### src/design/mmul4_pkg.sv
package mmul4_pkg;

  localparam int DIM    = 4;
  localparam int CELLS  = DIM * DIM;
  localparam int IDX_W  = $clog2(CELLS);
  localparam int K_W    = $clog2(DIM);
  localparam int DATA_W = 32;
  localparam int FRAC   = 16;
  localparam int PROD_W = 2 * DATA_W;
  localparam int ACC_W  = PROD_W + K_W;

  typedef logic signed [DATA_W-1:0] elem_t;
  typedef logic signed [PROD_W-1:0] prod_t;
  typedef logic signed [ACC_W-1:0]  acc_t;

  // flags that travel with one multiply through the pipeline
  typedef struct packed {
    logic first_k;
    logic last_k;
    logic last_el;
  } tag_t;

endpackage

### src/design/matrix_multiply_4x4_top.sv
// 4x4 signed Q16.16 matrix product with one shared multiply-accumulate unit.
// input channel (in_*): sixteen beats, each carrying one left element and the
// right element at the same row-major position. in_tready is high while the
// block loads; after the sixteenth beat it drops until the product is out.
// result channel (out_*): sixteen beats of the product in row-major order,
// tuser set when the element was clipped to 32 bits, tlast on the sixteenth.
// each element is the exact sum of four 32x32 products, shifted right by 16
// (toward minus infinity) and saturated.
// flow: loading accepts one beat per cycle while in_tvalid is high. one 32x32
// multiplier serves every product, so each result is built from four products
// in turn; each product passes the read registers and the product register,
// and a finished sum is shifted, saturated and written to the output register.
// the next load starts as soon as the last result sits in the output register.
// a stall on out_tready freezes the whole compute pipeline; nothing is lost.
// reset (rst_n low, synchronous) returns the block to loading with an empty
// load count and no result pending; stored elements are not cleared.
module matrix_multiply_4x4_top (
  input  logic        clk,
  input  logic        rst_n,
  input  logic        in_tvalid,
  output logic        in_tready,
  input  logic [63:0] in_tdata,   // left_element [31:0], right_element [63:32]
  output logic        out_tvalid,
  input  logic        out_tready,
  output logic [31:0] out_tdata,  // product_element [31:0]
  output logic        out_tuser,  // saturated [0]
  output logic        out_tlast
);

  localparam logic ST_LOAD = 1'b0;
  localparam logic ST_RUN  = 1'b1;

  localparam int IDX_W  = mmul4_pkg::IDX_W;
  localparam int K_W    = mmul4_pkg::K_W;
  localparam int DATA_W = mmul4_pkg::DATA_W;
  localparam int PROD_W = mmul4_pkg::PROD_W;
  localparam int ACC_W  = mmul4_pkg::ACC_W;
  localparam int FRAC   = mmul4_pkg::FRAC;
  localparam int HI_LO  = FRAC + DATA_W - 1;

  logic                 state_r, state_nxt;
  logic [IDX_W-1:0]     load_cnt_r, load_cnt_nxt;
  logic [K_W-1:0]       row_r, row_nxt, col_r, col_nxt, k_r, k_nxt;
  logic                 iss_done_r, iss_done_nxt;
  logic                 adv, issue, in_acc;

  mmul4_pkg::elem_t     left_mem  [mmul4_pkg::CELLS];
  mmul4_pkg::elem_t     right_mem [mmul4_pkg::CELLS];
  logic [IDX_W-1:0]     l_addr, r_addr;

  mmul4_pkg::elem_t     rd_l_r, rd_r_r;
  logic                 s1_vld_r;
  mmul4_pkg::tag_t      s1_tag_r, iss_tag;
  mmul4_pkg::prod_t     prod_r;
  logic                 s2_vld_r;
  mmul4_pkg::tag_t      s2_tag_r;
  mmul4_pkg::acc_t      acc_r, acc_sum, shifted;
  logic                 fits;

  logic                 out_vld_r;
  logic [DATA_W-1:0]    out_data_r;
  logic                 out_sat_r, out_last_r;

  assign in_tready  = (state_r == ST_LOAD);
  assign in_acc     = in_tvalid && in_tready;
  assign adv        = !out_vld_r || out_tready;
  assign issue      = (state_r == ST_RUN) && !iss_done_r && adv;

  assign l_addr = IDX_W'(row_r) * IDX_W'(mmul4_pkg::DIM) + IDX_W'(k_r);
  assign r_addr = IDX_W'(k_r) * IDX_W'(mmul4_pkg::DIM) + IDX_W'(col_r);

  assign iss_tag.first_k = (k_r == '0);
  assign iss_tag.last_k  = (k_r == K_W'(mmul4_pkg::DIM - 1));
  assign iss_tag.last_el = (row_r == K_W'(mmul4_pkg::DIM - 1)) &&
                           (col_r == K_W'(mmul4_pkg::DIM - 1));

  // sequencer
  always_comb begin
    state_nxt    = state_r;
    load_cnt_nxt = load_cnt_r;
    row_nxt      = row_r;
    col_nxt      = col_r;
    k_nxt        = k_r;
    iss_done_nxt = iss_done_r;
    unique case (state_r)
      ST_LOAD: begin
        if (in_acc) begin
          if (load_cnt_r == IDX_W'(mmul4_pkg::CELLS - 1)) begin
            load_cnt_nxt = '0;
            state_nxt    = ST_RUN;
            row_nxt      = '0;
            col_nxt      = '0;
            k_nxt        = '0;
            iss_done_nxt = 1'b0;
          end else begin
            load_cnt_nxt = load_cnt_r + 1'b1;
          end
        end
      end
      ST_RUN: begin
        if (issue) begin
          if (iss_tag.last_k) begin
            k_nxt = '0;
            if (col_r == K_W'(mmul4_pkg::DIM - 1)) begin
              col_nxt = '0;
              if (row_r == K_W'(mmul4_pkg::DIM - 1)) begin
                iss_done_nxt = 1'b1;
              end else begin
                row_nxt = row_r + 1'b1;
              end
            end else begin
              col_nxt = col_r + 1'b1;
            end
          end else begin
            k_nxt = k_r + 1'b1;
          end
        end
        if (adv && s2_vld_r && s2_tag_r.last_k && s2_tag_r.last_el) begin
          state_nxt = ST_LOAD;
        end
      end
      default: state_nxt = ST_LOAD;
    endcase
  end

  always_ff @(posedge clk) begin
    if (!rst_n) begin
      state_r    <= ST_LOAD;
      load_cnt_r <= '0;
      row_r      <= '0;
      col_r      <= '0;
      k_r        <= '0;
      iss_done_r <= 1'b1;
    end else begin
      state_r    <= state_nxt;
      load_cnt_r <= load_cnt_nxt;
      row_r      <= row_nxt;
      col_r      <= col_nxt;
      k_r        <= k_nxt;
      iss_done_r <= iss_done_nxt;
    end
  end

  // element stores
  always_ff @(posedge clk) begin
    if (in_acc) begin
      left_mem[load_cnt_r]  <= in_tdata[DATA_W-1:0];
      right_mem[load_cnt_r] <= in_tdata[2*DATA_W-1:DATA_W];
    end
  end

  always_ff @(posedge clk) begin
    if (issue) begin
      rd_l_r   <= left_mem[l_addr];
      rd_r_r   <= right_mem[r_addr];
      s1_tag_r <= iss_tag;
    end
  end

  // multiply stage
  always_ff @(posedge clk) begin
    if (adv) begin
      prod_r   <= rd_l_r * rd_r_r;
      s2_tag_r <= s1_tag_r;
    end
  end

  always_ff @(posedge clk) begin
    if (!rst_n) begin
      s1_vld_r <= 1'b0;
      s2_vld_r <= 1'b0;
    end else if (adv) begin
      s1_vld_r <= issue;
      s2_vld_r <= s1_vld_r;
    end
  end

  // accumulate, shift and saturate
  always_comb begin
    acc_sum = (s2_tag_r.first_k ? '0 : acc_r) + {{K_W{prod_r[PROD_W-1]}}, prod_r};
    shifted = acc_sum >>> FRAC;
    fits    = (&acc_sum[ACC_W-1:HI_LO]) || !(|acc_sum[ACC_W-1:HI_LO]);
  end

  always_ff @(posedge clk) begin
    if (adv && s2_vld_r) begin
      acc_r <= acc_sum;
    end
  end

  always_ff @(posedge clk) begin
    if (!rst_n) begin
      out_vld_r <= 1'b0;
    end else if (adv) begin
      out_vld_r <= s2_vld_r && s2_tag_r.last_k;
    end
  end

  always_ff @(posedge clk) begin
    if (adv && s2_vld_r && s2_tag_r.last_k) begin
      out_last_r <= s2_tag_r.last_el;
      out_sat_r  <= !fits;
      if (fits) begin
        out_data_r <= shifted[DATA_W-1:0];
      end else if (acc_sum[ACC_W-1]) begin
        out_data_r <= {1'b1, {(DATA_W-1){1'b0}}};
      end else begin
        out_data_r <= {1'b0, {(DATA_W-1){1'b1}}};
      end
    end
  end

  assign out_tvalid = out_vld_r;
  assign out_tdata  = out_data_r;
  assign out_tuser  = out_sat_r;
  assign out_tlast  = out_last_r;

endmodule
### config.mk
export PLATFORM = sky130hd
export DESIGN_NAME = matrix_multiply_4x4_top
export DESIGN_NICKNAME = d
export VERILOG_FILES = /design/src/design/mmul4_pkg.sv /design/src/design/matrix_multiply_4x4_top.sv
export SDC_FILE = /design/constraint.sdc
export NUM_CORES = 2
export LEC_CHECK = 0
export BUFFER_PORTS_ARGS = -buffer_cell sky130_fd_sc_hd__buf_2
export CORE_AREA = 2 2 445 447
export DETAILED_ROUTE_END_ITERATION = 10
export DIE_AREA = 0 0 447 449
export GPL_TIMING_DRIVEN = 0
export RECOVER_POWER = 100
export REMOVE_ABC_BUFFERS = 1
export SKIP_LAST_GASP = 1
export SYNTH_ARGS = -nofsm -noshare
export SYNTH_HDL_FRONTEND = slang
export SYNTH_SLANG_ARGS = --single-unit
### constraint.sdc
create_clock -name clk -period 9.2 [get_ports clk]
set_input_delay 1.38 -clock clk [delete_from_list [all_inputs] [get_ports clk]]
set_output_delay 1.38 -clock clk [all_outputs]
set_load 0.02 [all_outputs]
==> impl_metrics.env <==
export IMPL_coreArea_mm2=0.196
export IMPL_dieHeight_um=449
export IMPL_cp_startpoint="rd_r_r[29]"
export IMPL_synth_seq_cells=1273
export IMPL_wirelength_um=220000
export IMPL_grt_max_degree=67
export IMPL_drc=0
export IMPL_cp_required_ns=9.75
export IMPL_final_max_slew_viol_count=1421
export IMPL_final_hold_violation_count=0
export IMPL_synth_top_cell_by_area="edfxtp_1"
export IMPL_grt_pass1_vias=54500
export IMPL_ys_top_cells_by_area="edfxtp_1, fa_1, mux4_2"
export IMPL_netlist_area_mm2=0.0876
export IMPL_clock_skew_ns=0.0600
export IMPL_syn_inst=6490
export IMPL_max_freq_mhz=112
export IMPL_viasPerCell=5.42
export IMPL_path_class="flip-flop to flip-flop"
export IMPL_fp_row_count=163
export IMPL_numPortBuffers=103
export IMPL_grt_usage_pct=22.4
export IMPL_wl_per_cell_um=23.6
export IMPL_worstPathCellList="nand2_1 > fa_1 > fa_1 > fa_1 > fa_1 > fa_1 > inv_1 > fa_1 > fa_1 > inv_1 > fa_1 > inv_1 > ha_1 > inv_1 > nor2_2 > nand3_1 > or3_1 > o21ai_0 > o211ai_1 > o21ai_1 > and3_1 > nand3_1 > mux2i_1 > a221oi_1"
export IMPL_start_util_pct=44.7
export IMPL_crit_path_end_kind="flip-flop"
export IMPL_async_reset_ff_share_pct=0
export IMPL_reg2reg_from="rd_r_r[29]"
export IMPL_firstDrtPassIters=6
export IMPL_cts_root_buf="clkbuf_16"
export IMPL_syn2layout_area_growth_pct=11.0
export IMPL_synthDominantCellAreaShare_pct=43.1
export IMPL_pre_cts_slack_ns=-1.06
export IMPL_grt_overflow=0
export IMPL_hp_class="flip-flop to flip-flop"
export IMPL_grt_pass1_wl_um=338000
export IMPL_io_pins=104
export IMPL_clk_pin_slew_ns=0.06
export IMPL_cts_sink_count=1273
export IMPL_power_density_mw_per_mm2=122
export IMPL_syn_area_per_cell_um2=13.5
export IMPL_layout_drive_gt1_share_pct=10.1
export IMPL_setup_ws_ns=0.250
export IMPL_nets=7990
export IMPL_path_delay_family="adder cells"
export IMPL_clock_latency_ns=0.81
export IMPL_cts_buffer_depth=3
export IMPL_crit_top_cell="fa_1"
export IMPL_fin_util_pct=49.6
export IMPL_layout_min_cycle_time_ns=8.95
export IMPL_violations="capacitance limit, slew limit"
export IMPL_drtIter0Drc=4201
export IMPL_antenna_left=0
export IMPL_dieArea_mm2=0.201
export IMPL_cp_slowest_cell="edfxtp_1"
export IMPL_drv_cap=42
export IMPL_setup_tns_final_ns=0
export IMPL_placed_cells=9033
export IMPL_hold_start="s1_tag_r[0]"
export IMPL_cp_slowest_stage_delay_ns=1.29
export IMPL_p_leak_nw=38.0
export IMPL_cp_arrival_ns=9.50
export IMPL_gp_congestion=0.876
export IMPL_peakVddDrop_v=0.000190
export IMPL_synth_edf_count=1258
export IMPL_synth_top_flop_cell="edfxtp_1"
export IMPL_path_max_fanout=32
export IMPL_rsz0062_at_grt="yes"
export IMPL_antenna_found_initial=16
export IMPL_finalCritPeriodShare_pct=97.3
export IMPL_cts_tree="built"
export IMPL_critPathBufInv=4
export IMPL_stdcell_count=9320
export IMPL_slew_limit_headroom_pct=-152
export IMPL_cts_buffers=135
export IMPL_crit_path_start_kind="flip-flop"
export IMPL_tightest_slew_ns=3.78
export IMPL_ys_seq_area_share_pct=43.5
export IMPL_synth_cell_types=83
export IMPL_yosysWarningCount=0
export IMPL_chipWidth_um=447
export IMPL_htree_levels=4
export IMPL_setup_viol=0
export IMPL_vias=50500
export IMPL_hpwl_um=153000
export IMPL_status="finished with violations"
layer usage:
layer	global-route usage (%)	share of wire (%)	vias to the layer above
li1	-	-	21900
met1	30.7	42	26700
met2	36.8	48	1639
met4	5.69	2.6	14
met5	0	0.046	-
met3	4.51	7.2	344
cells in the final DEF (no fill, tap or decap), types with 132 or more instances in the layout:
cell type / n
edfxtp_1: 1258
fa_1: 1081
inv_1: 1066
nand2_1: 612
and2_1: 498
mux4_2: 320
ha_1: 257
clkbuf_1: 161
a21oi_1: 153
clkbuf_16: 137
nor2_1: 132
kinds of logic after synthesis:
family	synth area share, %
compound gates	3.62
xor+xnor	1.33
fa+ha+maj	28.4
buf+inv	6.05
flops	43.5
mux	8.31
simple gates	8.84
worst paths after layout:
path | end | slack, ns | cells after the start
setup / recovery | prod_r[60] | 0.25 | 24
hold / removal | s2_tag_r[0] | 0.44 | 0
setup reg to reg | prod_r[60] | 0.25 | 24
hold reg to reg | s2_tag_r[0] | 0.44 | 0
synth_stat cells, types with 14 or more instances:
master	count
nand4_1	39
a31oi_1	26
nor3_1	25
inv_1	1067
ha_1	257
xnor2_1	85
o21bai_1	14
buf_2	21
nor2_1	133
xor2_1	48
buf_1	24
a211oi_1	18
nand2b_1	27
nand3_1	29
a21o_1	79
fa_1	1083
clkbuf_1	270
edfxtp_1	1258
nand2_1	612
o211ai_1	18
mux4_2	320
and2_1	525
and3_1	17
dfxtp_1	15
o21ai_0	82
o21a_1	22
nor2b_1	82
a21oi_1	152
registers in the layout, summed over array words and instances (netlist names), 3 cells and up:
| signal | cells |
|---|---|
| left_mem | 512 |
| right_mem | 512 |
| acc_r | 66 |
| prod_r | 64 |
| out_tdata | 32 |
| rd_l_r | 32 |
| rd_r_r | 32 |
| load_cnt_r | 4 |
| s1_tag_r | 3 |
| s2_tag_r | 3 |
worst reg2reg max path: stages, from the launching register on:
cell	delay (ns)
edfxtp_1	1.29
nand2_1	0.25
fa_1	0.62
fa_1	0.45
fa_1	0.52
fa_1	0.45
fa_1	0.39
inv_1	0.09
fa_1	0.44
fa_1	0.67
inv_1	0.11
fa_1	0.50
inv_1	0.04
ha_1	0.34
inv_1	0.12
nor2_2	0.22
nand3_1	0.18
or3_1	0.34
o21ai_0	0.40
o211ai_1	0.23
o21ai_1	0.30
and3_1	0.26
nand3_1	0.11
mux2i_1	0.15
a221oi_1	0.26
layout make-up:
class | count | area, µm²
Sequential cell | 1273 | 38100
Multi-Input combinational cell | 3824 | 44200
Timing Repair inverter | 1 | 5.00
Fill cell | 17000 | 98900
Antenna cell | 1 | 2.50
Tap cell | 2640 | 3300
Inverter | 1068 | 4010
Clock inverter | 72 | 754
Timing Repair Buffer | 279 | 3330
Clock buffer | 162 | 3520
stage by stage:
stage	hold slack, ns	total power, mW	cell area (µm²)
CTS	0.433	12.0	97900
detailed placement	0.420	6.75	93300
global route	0.441	12.2	97200
global placement	0.404	6.74	90200
finish	0.435	11.9	97300
floorplan	0.400	6.63	86300
what timing repair did:
item	in CTS	in global routing
cloned	1	0
endpoints found under the setup margin	19	15
resized for setup	3	10
pin swaps	1	0
hold buffers	0	0
setup buffers	26	25
power breakdown:
group / internal [mW] / switching (mW)
combinational: 0.0541 / 0.132
clock: 3.03 / 2.24
sequential: 6.43 / 0.0114
total: 9.51 / 2.38
Power figures use the tool's default switching activity.
